===== config.mk =====
export PLATFORM = sky130hd
export DESIGN_NAME = synva_ctrl
export DESIGN_NICKNAME = d
export VERILOG_FILES = /design/src/rtl/synva_pkg.sv /design/src/rtl/synva_ctrl.sv
export SDC_FILE = /design/constraint.sdc
export NUM_CORES = 1
export LEC_CHECK = 0
export ABC_AREA = 1
export BUFFER_PORTS_ARGS = -buffer_cell sky130_fd_sc_hd__buf_2
export CAP_MARGIN = 20
export CORE_ASPECT_RATIO = 2
export CORE_MARGIN = 5
export CORE_UTILIZATION = 59
export DETAILED_ROUTE_END_ITERATION = 16
export PLACE_DENSITY = 0.95
export SLEW_MARGIN = 25
export SYNTH_ARGS = -nofsm -noshare
export SYNTH_HDL_FRONTEND = slang
export SYNTH_SLANG_ARGS = --single-unit

===== constraint.sdc =====
create_clock -name clk -period 10.4 [get_ports clk]
set_input_delay 1.04 -clock clk [delete_from_list [all_inputs] [get_ports clk]]
set_output_delay 1.04 -clock clk [all_outputs]
set_load 0.02 [all_outputs]

===== src/rtl/synva_pkg.sv =====
package synva_pkg;

    localparam int VOICES = 64;
    localparam int RANK_W = 16;
    localparam int IDX_W  = $clog2(VOICES);
    localparam int CNT_W  = $clog2(VOICES + 1);
    localparam int KEY_W  = 7;
    localparam int TIME_W = 32;
    localparam int ACT_W  = 2;

    localparam int IN_TDATA_W  = ((KEY_W + 2 * TIME_W + 7) / 8) * 8;
    localparam int OUT_TDATA_W = ((2 * IDX_W + CNT_W + 7) / 8) * 8;

    localparam logic [ACT_W-1:0] ACT_NOTE_ON  = 2'd0;
    localparam logic [ACT_W-1:0] ACT_NOTE_OFF = 2'd1;
    localparam logic [ACT_W-1:0] ACT_TICK     = 2'd2;

    localparam logic [1:0] TONE_FREE      = 2'd0;
    localparam logic [1:0] TONE_SOUNDING  = 2'd1;
    localparam logic [1:0] TONE_RELEASING = 2'd2;

    localparam logic NOISE_FREE     = 1'b0;
    localparam logic NOISE_SOUNDING = 1'b1;

    localparam logic [RANK_W-1:0] RANK_NEW = RANK_W'(VOICES);

    typedef struct packed {
        logic [1:0]        tone_status;
        logic [RANK_W-1:0] tone_rank;
        logic [KEY_W-1:0]  tone_key;
        logic [TIME_W-1:0] tone_start;
        logic [TIME_W-1:0] tone_life;
        logic              noise_status;
        logic [RANK_W-1:0] noise_rank;
        logic [TIME_W-1:0] noise_start;
    } voice_t;

    typedef struct packed {
        logic [ACT_W-1:0]  action;
        logic [KEY_W-1:0]  key;
        logic [TIME_W-1:0] now;
        logic [TIME_W-1:0] lifetime;
    } cmd_t;

    typedef struct packed {
        logic [IDX_W-1:0] tone_voice;
        logic             tone_changed;
        logic [IDX_W-1:0] noise_voice;
        logic             noise_started;
        logic [CNT_W-1:0] active_count;
    } res_t;

    typedef struct packed {
        logic             en;
        logic [IDX_W-1:0] addr;
    } wr_ctl_t;

endpackage


===== src/rtl/synva_ctrl.sv =====
module synva_ctrl
(
    input  logic                        clk,
    input  logic                        rst_n,
    input  logic                        in_valid,
    output logic                        in_ready,
    input  synva_pkg::cmd_t             in_cmd,
    input  logic [synva_pkg::TIME_W-1:0] noise_life,
    output logic [synva_pkg::IDX_W-1:0] rd_addr,
    input  synva_pkg::voice_t           rd_data,
    output synva_pkg::wr_ctl_t          wr_ctl,
    output synva_pkg::voice_t           wr_data,
    output logic                        res_valid,
    input  logic                        res_ready,
    output synva_pkg::res_t             res
);
    import synva_pkg::*;

    typedef enum logic [1:0] {
        S_IDLE,
        S_SCAN,
        S_MODIFY,
        S_DONE
    } state_t;

    localparam logic [IDX_W:0] LAST_CNT = (IDX_W + 1)'(VOICES);

    state_t             state_reg,  state_next;
    logic [IDX_W:0]     cnt_reg,    cnt_next;
    cmd_t               cmd_reg,    cmd_next;
    logic [RANK_W-1:0]  tmin_reg,   tmin_next;
    logic [IDX_W-1:0]   tidx_reg,   tidx_next;
    logic [RANK_W-1:0]  nmin_reg,   nmin_next;
    logic [IDX_W-1:0]   nidx_reg,   nidx_next;
    logic               found_reg,  found_next;
    logic [IDX_W-1:0]   midx_reg,   midx_next;
    logic [CNT_W-1:0]   active_reg, active_next;
    res_t               res_reg,    res_next;

    logic [IDX_W:0]     cnt_m1;
    logic [IDX_W-1:0]   data_idx;
    logic               have_data;
    logic [TIME_W-1:0]  tone_age;
    logic [TIME_W-1:0]  noise_age;
    logic               is_on;
    logic               is_off;
    voice_t             w;

    assign cnt_m1    = cnt_reg - 1'b1;
    assign data_idx  = cnt_m1[IDX_W-1:0];
    assign have_data = (cnt_reg != '0);
    assign tone_age  = cmd_reg.now - rd_data.tone_start;
    assign noise_age = cmd_reg.now - rd_data.noise_start;
    assign is_on     = (cmd_reg.action == ACT_NOTE_ON);
    assign is_off    = (cmd_reg.action == ACT_NOTE_OFF);

    assign rd_addr   = cnt_reg[IDX_W-1:0];
    assign in_ready  = (state_reg == S_IDLE);
    assign res_valid = (state_reg == S_DONE);
    assign res       = res_reg;
    assign wr_data   = w;

    always_comb
    begin
        state_next  = state_reg;
        cnt_next    = cnt_reg;
        cmd_next    = cmd_reg;
        tmin_next   = tmin_reg;
        tidx_next   = tidx_reg;
        nmin_next   = nmin_reg;
        nidx_next   = nidx_reg;
        found_next  = found_reg;
        midx_next   = midx_reg;
        active_next = active_reg;
        res_next    = res_reg;
        wr_ctl.en   = 1'b0;
        wr_ctl.addr = data_idx;

        // modified copy of the entry arriving from memory
        w = rd_data;
        case (cmd_reg.action)
            ACT_NOTE_ON:
            begin
                if (data_idx == tidx_reg)
                begin
                    w.tone_status = TONE_SOUNDING;
                    w.tone_rank   = RANK_NEW;
                    w.tone_key    = cmd_reg.key;
                    w.tone_start  = cmd_reg.now;
                    w.tone_life   = cmd_reg.lifetime;
                end
                if (data_idx == nidx_reg)
                begin
                    w.noise_status = NOISE_SOUNDING;
                    w.noise_rank   = RANK_NEW;
                    w.noise_start  = cmd_reg.now;
                end
                if (w.tone_rank != '0)
                begin
                    w.tone_rank = w.tone_rank - 1'b1;
                end
                if (w.noise_rank != '0)
                begin
                    w.noise_rank = w.noise_rank - 1'b1;
                end
            end
            ACT_NOTE_OFF:
            begin
                if (found_reg && data_idx == midx_reg)
                begin
                    w.tone_status = TONE_RELEASING;
                    w.tone_rank   = RANK_NEW;
                    w.tone_start  = cmd_reg.now;
                    w.tone_life   = rd_data.tone_life >> 4;
                end
                if (data_idx == nidx_reg)
                begin
                    w.noise_status = NOISE_SOUNDING;
                    w.noise_rank   = RANK_NEW;
                    w.noise_start  = cmd_reg.now;
                end
            end
            ACT_TICK:
            begin
                if ((rd_data.tone_status == TONE_SOUNDING ||
                     rd_data.tone_status == TONE_RELEASING) &&
                    tone_age >= rd_data.tone_life)
                begin
                    w.tone_status = TONE_FREE;
                end
                if (rd_data.noise_status == NOISE_SOUNDING && noise_age >= noise_life)
                begin
                    w.noise_status = NOISE_FREE;
                end
            end
            default:
            begin
                w = rd_data;
            end
        endcase

        case (state_reg)
            S_IDLE:
            begin
                if (in_valid)
                begin
                    cmd_next    = in_cmd;
                    cnt_next    = '0;
                    tmin_next   = RANK_NEW;
                    tidx_next   = '0;
                    nmin_next   = RANK_NEW;
                    nidx_next   = '0;
                    found_next  = 1'b0;
                    midx_next   = '0;
                    active_next = '0;
                    if (in_cmd.action == ACT_NOTE_ON || in_cmd.action == ACT_NOTE_OFF)
                    begin
                        state_next = S_SCAN;
                    end
                    else
                    begin
                        state_next = S_MODIFY;
                    end
                end
            end
            S_SCAN:
            begin
                cnt_next = cnt_reg + 1'b1;
                if (have_data)
                begin
                    if (rd_data.tone_rank < tmin_reg)
                    begin
                        tmin_next = rd_data.tone_rank;
                        tidx_next = data_idx;
                    end
                    if (rd_data.noise_rank < nmin_reg)
                    begin
                        nmin_next = rd_data.noise_rank;
                        nidx_next = data_idx;
                    end
                    if (!found_reg && rd_data.tone_status == TONE_SOUNDING &&
                        rd_data.tone_key == cmd_reg.key)
                    begin
                        found_next = 1'b1;
                        midx_next  = data_idx;
                    end
                end
                if (cnt_reg == LAST_CNT)
                begin
                    cnt_next   = '0;
                    state_next = S_MODIFY;
                end
            end
            S_MODIFY:
            begin
                cnt_next = cnt_reg + 1'b1;
                if (have_data)
                begin
                    wr_ctl.en   = 1'b1;
                    active_next = active_reg + CNT_W'(w.tone_status != TONE_FREE);
                end
                if (cnt_reg == LAST_CNT)
                begin
                    cnt_next               = '0;
                    state_next             = S_DONE;
                    res_next.tone_changed  = is_on || (is_off && found_reg);
                    res_next.tone_voice    = is_on ? tidx_reg :
                                             ((is_off && found_reg) ? midx_reg : '0);
                    res_next.noise_started = is_on || is_off;
                    res_next.noise_voice   = (is_on || is_off) ? nidx_reg : '0;
                    res_next.active_count  = active_next;
                end
            end
            S_DONE:
            begin
                if (res_ready)
                begin
                    state_next = S_IDLE;
                end
            end
            default:
            begin
                state_next = S_IDLE;
            end
        endcase
    end

    always_ff @(posedge clk or negedge rst_n)
    begin
        if (!rst_n)
        begin
            state_reg  <= S_IDLE;
            cnt_reg    <= '0;
            cmd_reg    <= '0;
            tmin_reg   <= '0;
            tidx_reg   <= '0;
            nmin_reg   <= '0;
            nidx_reg   <= '0;
            found_reg  <= 1'b0;
            midx_reg   <= '0;
            active_reg <= '0;
            res_reg    <= '0;
        end
        else
        begin
            state_reg  <= state_next;
            cnt_reg    <= cnt_next;
            cmd_reg    <= cmd_next;
            tmin_reg   <= tmin_next;
            tidx_reg   <= tidx_next;
            nmin_reg   <= nmin_next;
            nidx_reg   <= nidx_next;
            found_reg  <= found_next;
            midx_reg   <= midx_next;
            active_reg <= active_next;
            res_reg    <= res_next;
        end
    end

`ifndef SYNTHESIS
    a_cnt_advance: assert property (@(posedge clk) disable iff (!rst_n)
        ((state_reg == S_SCAN || state_reg == S_MODIFY) && cnt_reg != LAST_CNT)
        |=> (cnt_reg == $past(cnt_reg) + 1'b1))
        else $error("scan counter did not advance");

    a_active_bound: assert property (@(posedge clk) disable iff (!rst_n)
        active_reg <= CNT_W'(VOICES))
        else $error("active count above voice count");

    a_accept_starts: assert property (@(posedge clk) disable iff (!rst_n)
        (in_valid && in_ready) |=> (state_reg == S_SCAN || state_reg == S_MODIFY))
        else $error("accepted beat did not start a pass");

    a_write_in_modify: assert property (@(posedge clk) disable iff (!rst_n)
        wr_ctl.en |-> (state_reg == S_MODIFY && cnt_reg != '0))
        else $error("memory write outside modify pass");
`endif

endmodule


==> results of run 1 <==
[critical path, stage by stage]
cell,delay (ps)
buf_2,110
ha_1,210
inv_1,80
fa_1,210
nand3_1,80
nand2_1,130
a21oi_1,120
o21ai_0,440
a21oi_1,200
o21ai_0,550
nand2_1,100
inv_1,90
nor2_1,40
nand2_1,70
nand2_1,50
ha_1,270
nand2_1,50
inv_1,70
nand3_1,100
nor4_1,530
nand4_1,160
nand3_1,120
nand3b_1,70
inv_1,180
nor2_1,60
buf_2,170
[layer usage]
layer / vias up / part of all wire / global-route usage
met5: - / 0.00050 / 0
met4: 4 / 0.086 / 0.2767
met3: 277 / 0.061 / 0.05494
met2: 872 / 0.51 / 0.6992
met1: 8211 / 0.34 / 0.3797
li1: 8437 / - / -
[Yosys cell counts (all sizes together) (5+ instances only)]
master,instances,area [um^2]
nand4,23,150.1
a21oi,238,1191
o211ai,37,277.8
ha,168,2102
xor2,55,481.7
nand3,104,558.0
nor4,6,43.79
o21bai,7,52.55
o21ai,209,1061
o22ai,13,81.33
xnor2,27,236.5
mux2,39,439.2
clkbuf,33,125.1
a31oi,8,50.05
a21boi,5,37.54
buf,39,267.8
nor3,29,145.1
o31ai,7,57.55
o21a,5,37.54
dfrtp,161,4029
nor2,154,639.4
inv,404,1519
nand2,553,2113
[metrics by stage]
stage / hold slack, ps / worst slack [ps] / instance area, um^2 / util / instances
final: 476.9 / 4030 / 18700 / 0.6977 / 3088
after detailed placement: 453.0 / 4048 / 18110 / 0.6757 / 3050
after CTS: 470.4 / 4013 / 18680 / 0.6970 / 3082
after global placement: 450.0 / 4179 / 18110 / 0.6757 / 3050
after floorplan: 474.6 / 5298 / 15890 / - / 2347
after global routing: 513.2 / 3684 / 18690 / 0.6973 / 3084
[power groups by stage]
stage                     clock, uW  sequential (uW)  combinational (uW)
after floorplan                   0             1010                2670
after global placement            0             1090                3510
after detailed placement          0             1100                3620
after CTS                       635             1090                3650
after global routing            661             1120                4080
final                           635             1100                3690
[cell families after synthesis]
| family | count (synthesis) | synth area share |
|---|---|---|
| simple gates | 877 | 0.2332 |
| mux | 39 | 0.02764 |
| flops | 161 | 0.2535 |
| fa+ha+maj | 170 | 0.1348 |
| xor+xnor | 82 | 0.04519 |
| compound gates | 541 | 0.1851 |
| buf+inv | 477 | 0.1205 |
[final cells by class]
| type | instances | area (um^2) |
|---|---|---|
| antenna | 6 | 15.01 |
| clock buffer | 18 | 429.2 |
| clock inverter | 14 | 141.4 |
| fill | 2317 | 8102 |
| inverter | 405 | 1523 |
| multi-input combinational | 1709 | 9962 |
| sequential | 161 | 4029 |
| tap | 348 | 435.4 |
| timing repair buffer | 427 | 2165 |
[worst paths after layout]
check	endpoint	slack, ps
max	wr_data[136]	4030
min	res[19]	480
max reg2reg	res[6]	4780
min reg2reg	res[19]	480
max in group asynchronous	cmd_reg[1]	8440
min in group asynchronous	nmin_reg[0]	640
==> flow_summary.json, run 1 <==
{
  "die_area_um2": 30520,
  "coreArea_um2": 26800,
  "ys_seq_elements": 161,
  "dr.pass1.iters": 5,
  "cts-buffers-inserted": 17,
  "synthCells": 2347,
  "via_per_inst": 5.765,
  "drive_above_1_share": 0.2074,
  "rr_startpoint": "cmd_reg[32]",
  "largest_reg_flops": 73,
  "boundaryPins": 421,
  "drv_cap": 0,
  "timing.final.crit_share": 0.6125,
  "setup_viol": 0,
  "end_kind": "output pin",
  "power_frac_comb": 0.680,
  "area_delta_synth_final_pct": 17.67,
  "tightest_slew_ps": 1034,
  "setup_tns_ps": 0,
  "drc": 0,
  "switchingPower_uw": 2946,
  "worstSetupPathType": "input port to output pin",
  "route.detailed.wl_per_inst_um": 19.52,
  "cts_setup_buffers": 0,
  "grt_usage": 0.3800,
  "ys.flop_type": "dfrtp_1",
  "max_freq_mhz": 157.0,
  "cp-startpoint": "rd_data[81]",
  "finalNetCount": 3138,
  "rows": 85,
  "h-tree-depth": 4,
  "yosysSeqAreaShare": 0.2535,
  "start_kind": "input port",
  "final_cell_mix": "nand2_1 (537), buf_2 (419), inv_1 (381)",
  "antenna_found_initial": 5,
  "grt-ovfl-total": 0,
  "ir_worst_vdd_uv": 240.0,
  "finalMaxSlewViolations": 0,
  "holdBufCountCts": 0,
  "cts_resized": 0,
  "clkSlewWorstSetupHoldPaths_ps": 70,
  "synth_edf_count": 0,
  "powerDensity_nw_per_um2": 289.9,
  "cts.sinks": 161,
  "yosysUniqueCellTypes": 53,
  "final.min_clock_period_ps": 6370,
  "postSynthNetCount": 2764,
  "dieHeight_um": 242.1,
  "clockRootBuffer": "clkbuf_16",
  "finalHoldViolCount": 0,
  "io_buffers": 420,
  "hold_class": "flip-flop to flip-flop",
  "p_int_uw": 2475,
  "ant_nets": 0,
  "worst-path-max-fanout": 3,
  "drt-total-wl_um": 60290,
  "initialDrtViolationCount": 1140,
  "vias": 17800,
  "switching_share": 0.5435,
  "die_w_um": 126.1,
  "cts_tree": "yes",
  "async_reset_ff_frac": 1.000,
  "yosys_warnings": 0,
  "gp_congestion": 1.011,
  "power.share.sequential": 0.202,
  "finalPower_uw": 5421,
  "cp.arrival_ps": 5330,
  "status": "complete, no violations",
  "p_leak_uw": 0.01014,
  "crit_required_ps": 9360,
  "layout.cells.most_common": "nand2_1",
  "syn_area_um2": 15890,
  "cts.path.max_buffers": 2,
  "slew_headroom": 0.3105,
  "reg2reg_depth": 29,
  "rsz0062_at_grt": "false",
  "grt_pass1_vias": 17790,
  "hold_depth": 2,
  "hold_start": "res[19]",
  "grt_max_degree": 96,
  "clk_latency_ps": 470,
  "grt_pass1_wl_um": 91880,
  "start_util": 0.5930,
  "skew_ps": 17.19,
  "clkPwrFrac": 0.117,
  "avgSynthCellArea_um2": 6.771,
  "dp_hpwl_um": 48870
}
(Power assumes the default switching activity.)
==> run 2, diff against run 1 <==
--- a/config.mk
+++ b/config.mk
@@ -10,9 +10,9 @@
 export CAP_MARGIN = 20
 export CORE_ASPECT_RATIO = 2
 export CORE_MARGIN = 5
-export CORE_UTILIZATION = 59
+export CORE_UTILIZATION = 50
 export DETAILED_ROUTE_END_ITERATION = 16
-export PLACE_DENSITY = 0.95
+export PLACE_DENSITY = 0.88
 export SLEW_MARGIN = 25
 export SYNTH_ARGS = -nofsm -noshare
 export SYNTH_HDL_FRONTEND = slang
==> constraint.sdc (replaced) <==
create_clock -name clk -period 5.57 [get_ports clk]
set_input_delay 0.557 -clock clk [delete_from_list [all_inputs] [get_ports clk]]
set_output_delay 0.557 -clock clk [all_outputs]
set_load 0.02 [all_outputs]
==> run 2 against run 1 <==
Effect of this change:
- the run now ends with negative hold slack left
- via count rose by 0.47%
- die area rose by 17%
- clock-buffer cell count fell by 1
- total power rose by 90%
- clock power rose by 94%
==> flow_summary.json, run 2 (synthesis gave the netlist of run 1 again) <==
{
  "largest_reg_flops": 73,
  "die_area_um2": 35660,
  "coreArea_um2": 31430,
  "hold_class": "input port to async pin",
  "worstSetupPathType": "flip-flop to output pin",
  "place_ws_ps": -356.2,
  "power.share.sequential": 0.196,
  "layout.cells.most_common": "nand2_1",
  "vias": 17880,
  "start_kind": "flip-flop",
  "drv_cap": 0,
  "cts_tree": "yes",
  "power_frac_comb": 0.684,
  "clockRootBuffer": "clkbuf_16",
  "end_kind": "output pin",
  "switching_share": 0.5423,
  "grt_pass1_vias": 18200,
  "cts.path.max_buffers": 2,
  "dp_hpwl_um": 48870,
  "grt_pass1_wl_um": 90890,
  "gp_congestion": 0.9833,
  "ant_nets": 0,
  "antenna_found_initial": 4,
  "start_util": 0.5057,
  "fin_util": 0.6054,
  "finalHoldViolCount": 2,
  "final.min_clock_period_ps": 5359,
  "h-tree-depth": 4,
  "rr_startpoint": "cmd_reg[34]",
  "status": "finished, violations left",
  "setup_ws_ps": 210.9,
  "grt-ovfl-total": 0,
  "cp-startpoint": "cmd_reg[32]",
  "reg2reg_depth": 27,
  "timing.final.crit_share": 0.9621,
  "multi_input_area_um2": 10050,
  "tightest_slew_ps": 1012,
  "cts.sinks": 161,
  "via_per_inst": 5.631,
  "cp.arrival_ps": 4800,
  "drive_above_1_share": 0.2172,
  "ir_worst_vdd_uv": 371.5,
  "crit_path_end": "wr_data[48]",
  "p_int_uw": 4711,
  "route.detailed.wl_per_inst_um": 18.94,
  "grt_max_degree": 96,
  "finalMaxSlewViolations": 0,
  "worst-path-max-fanout": 5,
  "switchingPower_uw": 5582,
  "p_leak_uw": 0.01024,
  "area_delta_synth_final_pct": 19.71,
  "clkPwrFrac": 0.120,
  "boundaryPins": 421,
  "io_buffers": 420,
  "die_w_um": 136.1,
  "final_cell_mix": "nand2_1 (537), buf_2 (419), inv_1 (380)",
  "rows": 92,
  "fill_cells": 2905,
  "dieHeight_um": 262.1,
  "max_freq_mhz": 186.6,
  "powerDensity_nw_per_um2": 541.1,
  "setup_viol": 0,
  "clk_latency_ps": 470,
  "slew_headroom": 0.3254,
  "finalNetCount": 3153,
  "initialDrtViolationCount": 1044,
  "finalPower_uw": 10290,
  "drt-total-wl_um": 60160,
  "reg2reg_setup_slack_ps": 500,
  "crit_required_ps": 5010,
  "dr.pass1.iters": 8,
  "r2r-end": "res[5]",
  "skew_ps": 11.69,
  "holdBufCountCts": 0,
  "clkSlewWorstSetupHoldPaths_ps": 80,
  "violations": "negative hold slack",
  "ff_latch_area_um2": 4029,
  "fin_hold_ws_ps": -2.815,
  "drc": 0,
  "cts-buffers-inserted": 17,
  "grt_usage": 0.3269
}
==> run 2: layer usage <==
metal / routed length, um / GRT usage / vias up / share of wire
met4: 5122 / 0.2472 / 0 / 0.085
li1: - / - / 8460 / -
met2: 31390 / 0.6142 / 841 / 0.52
met1: 19610 / 0.3072 / 8325 / 0.33
met3: 4025 / 0.05728 / 258 / 0.067
met5: 0 / 0 / - / 0
==> run 2: critical path: stages, from the launching register on <==
cell and delay [ps]:
dfrtp_1 380, inv_2 100, ha_1 140, inv_1 60, fa_1 400, nand3_1 90, nand2_1 90, nand3_1 80
nand2_1 180, nand2_1 130, nand4_1 240, a21o_1 290, a21oi_1 180, xor2_1 110, ha_1 300, nand2_1 80
nor2_1 160, nand2_1 100, nor3_2 210, and3_4 300, nand4_1 260, nand4_1 210, nand3_1 80, buf_2 170
==> run 2: final cells by class <==
cell class | count | share of cell area
Inverter | 405 | 0.08004
Antenna cell | 4 | 0.0005262
Clock inverter | 15 | 0.009669
Sequential cell | 161 | 0.2118
Tap cell | 423 | 0.02782
Multi-Input combinational cell | 1709 | 0.5283
Clock buffer | 17 | 0.02236
Timing Repair Buffer | 442 | 0.1195
==> run 2: repair_timing <==
action | CTS | global route
pin swaps | 0 | 6
buffers inserted | 0 | 1
resized for setup | 6 | 18
endpoints found under the setup margin | 9 | 13
==> run 2: how the worst min path moves through the flow <==
stage / to / depth (start not counted) / startpoint / slack, ps
after floorplan: active_reg[0] / 0 / rst_n / 260
after global placement: res[7] / 2 / res[7] / 450
after detailed placement: res[20] / 2 / res[20] / 450
after CTS: tidx_reg[2] / 1 / rst_n / 2
after global routing: nidx_reg[2] / 1 / rst_n / 20
final: nidx_reg[2] / 1 / rst_n / -3
==> run 2: power by group through the flow <==
stage	Clock [uW]	Sequential (uW)	Combinational, uW
finish	1230	2020	7040
CTS	1250	2010	6880
global route	1290	2070	7780
floorplan	0	1880	4980
global placement	0	2000	6610
detailed placement	0	2030	6820
==> run 2: stage by stage <==
step	setup TNS (ps)	instance area, um^2	hold slack, ps	instances
floorplan	0	15890	261.4	2347
global placement	-1375	18310	453.0	3139
detailed placement	-2749	18310	454.1	3139
CTS	0	18940	1.852	3171
global route	-23.99	19020	23.67	3176
finish	0	19020	-2.815	3176
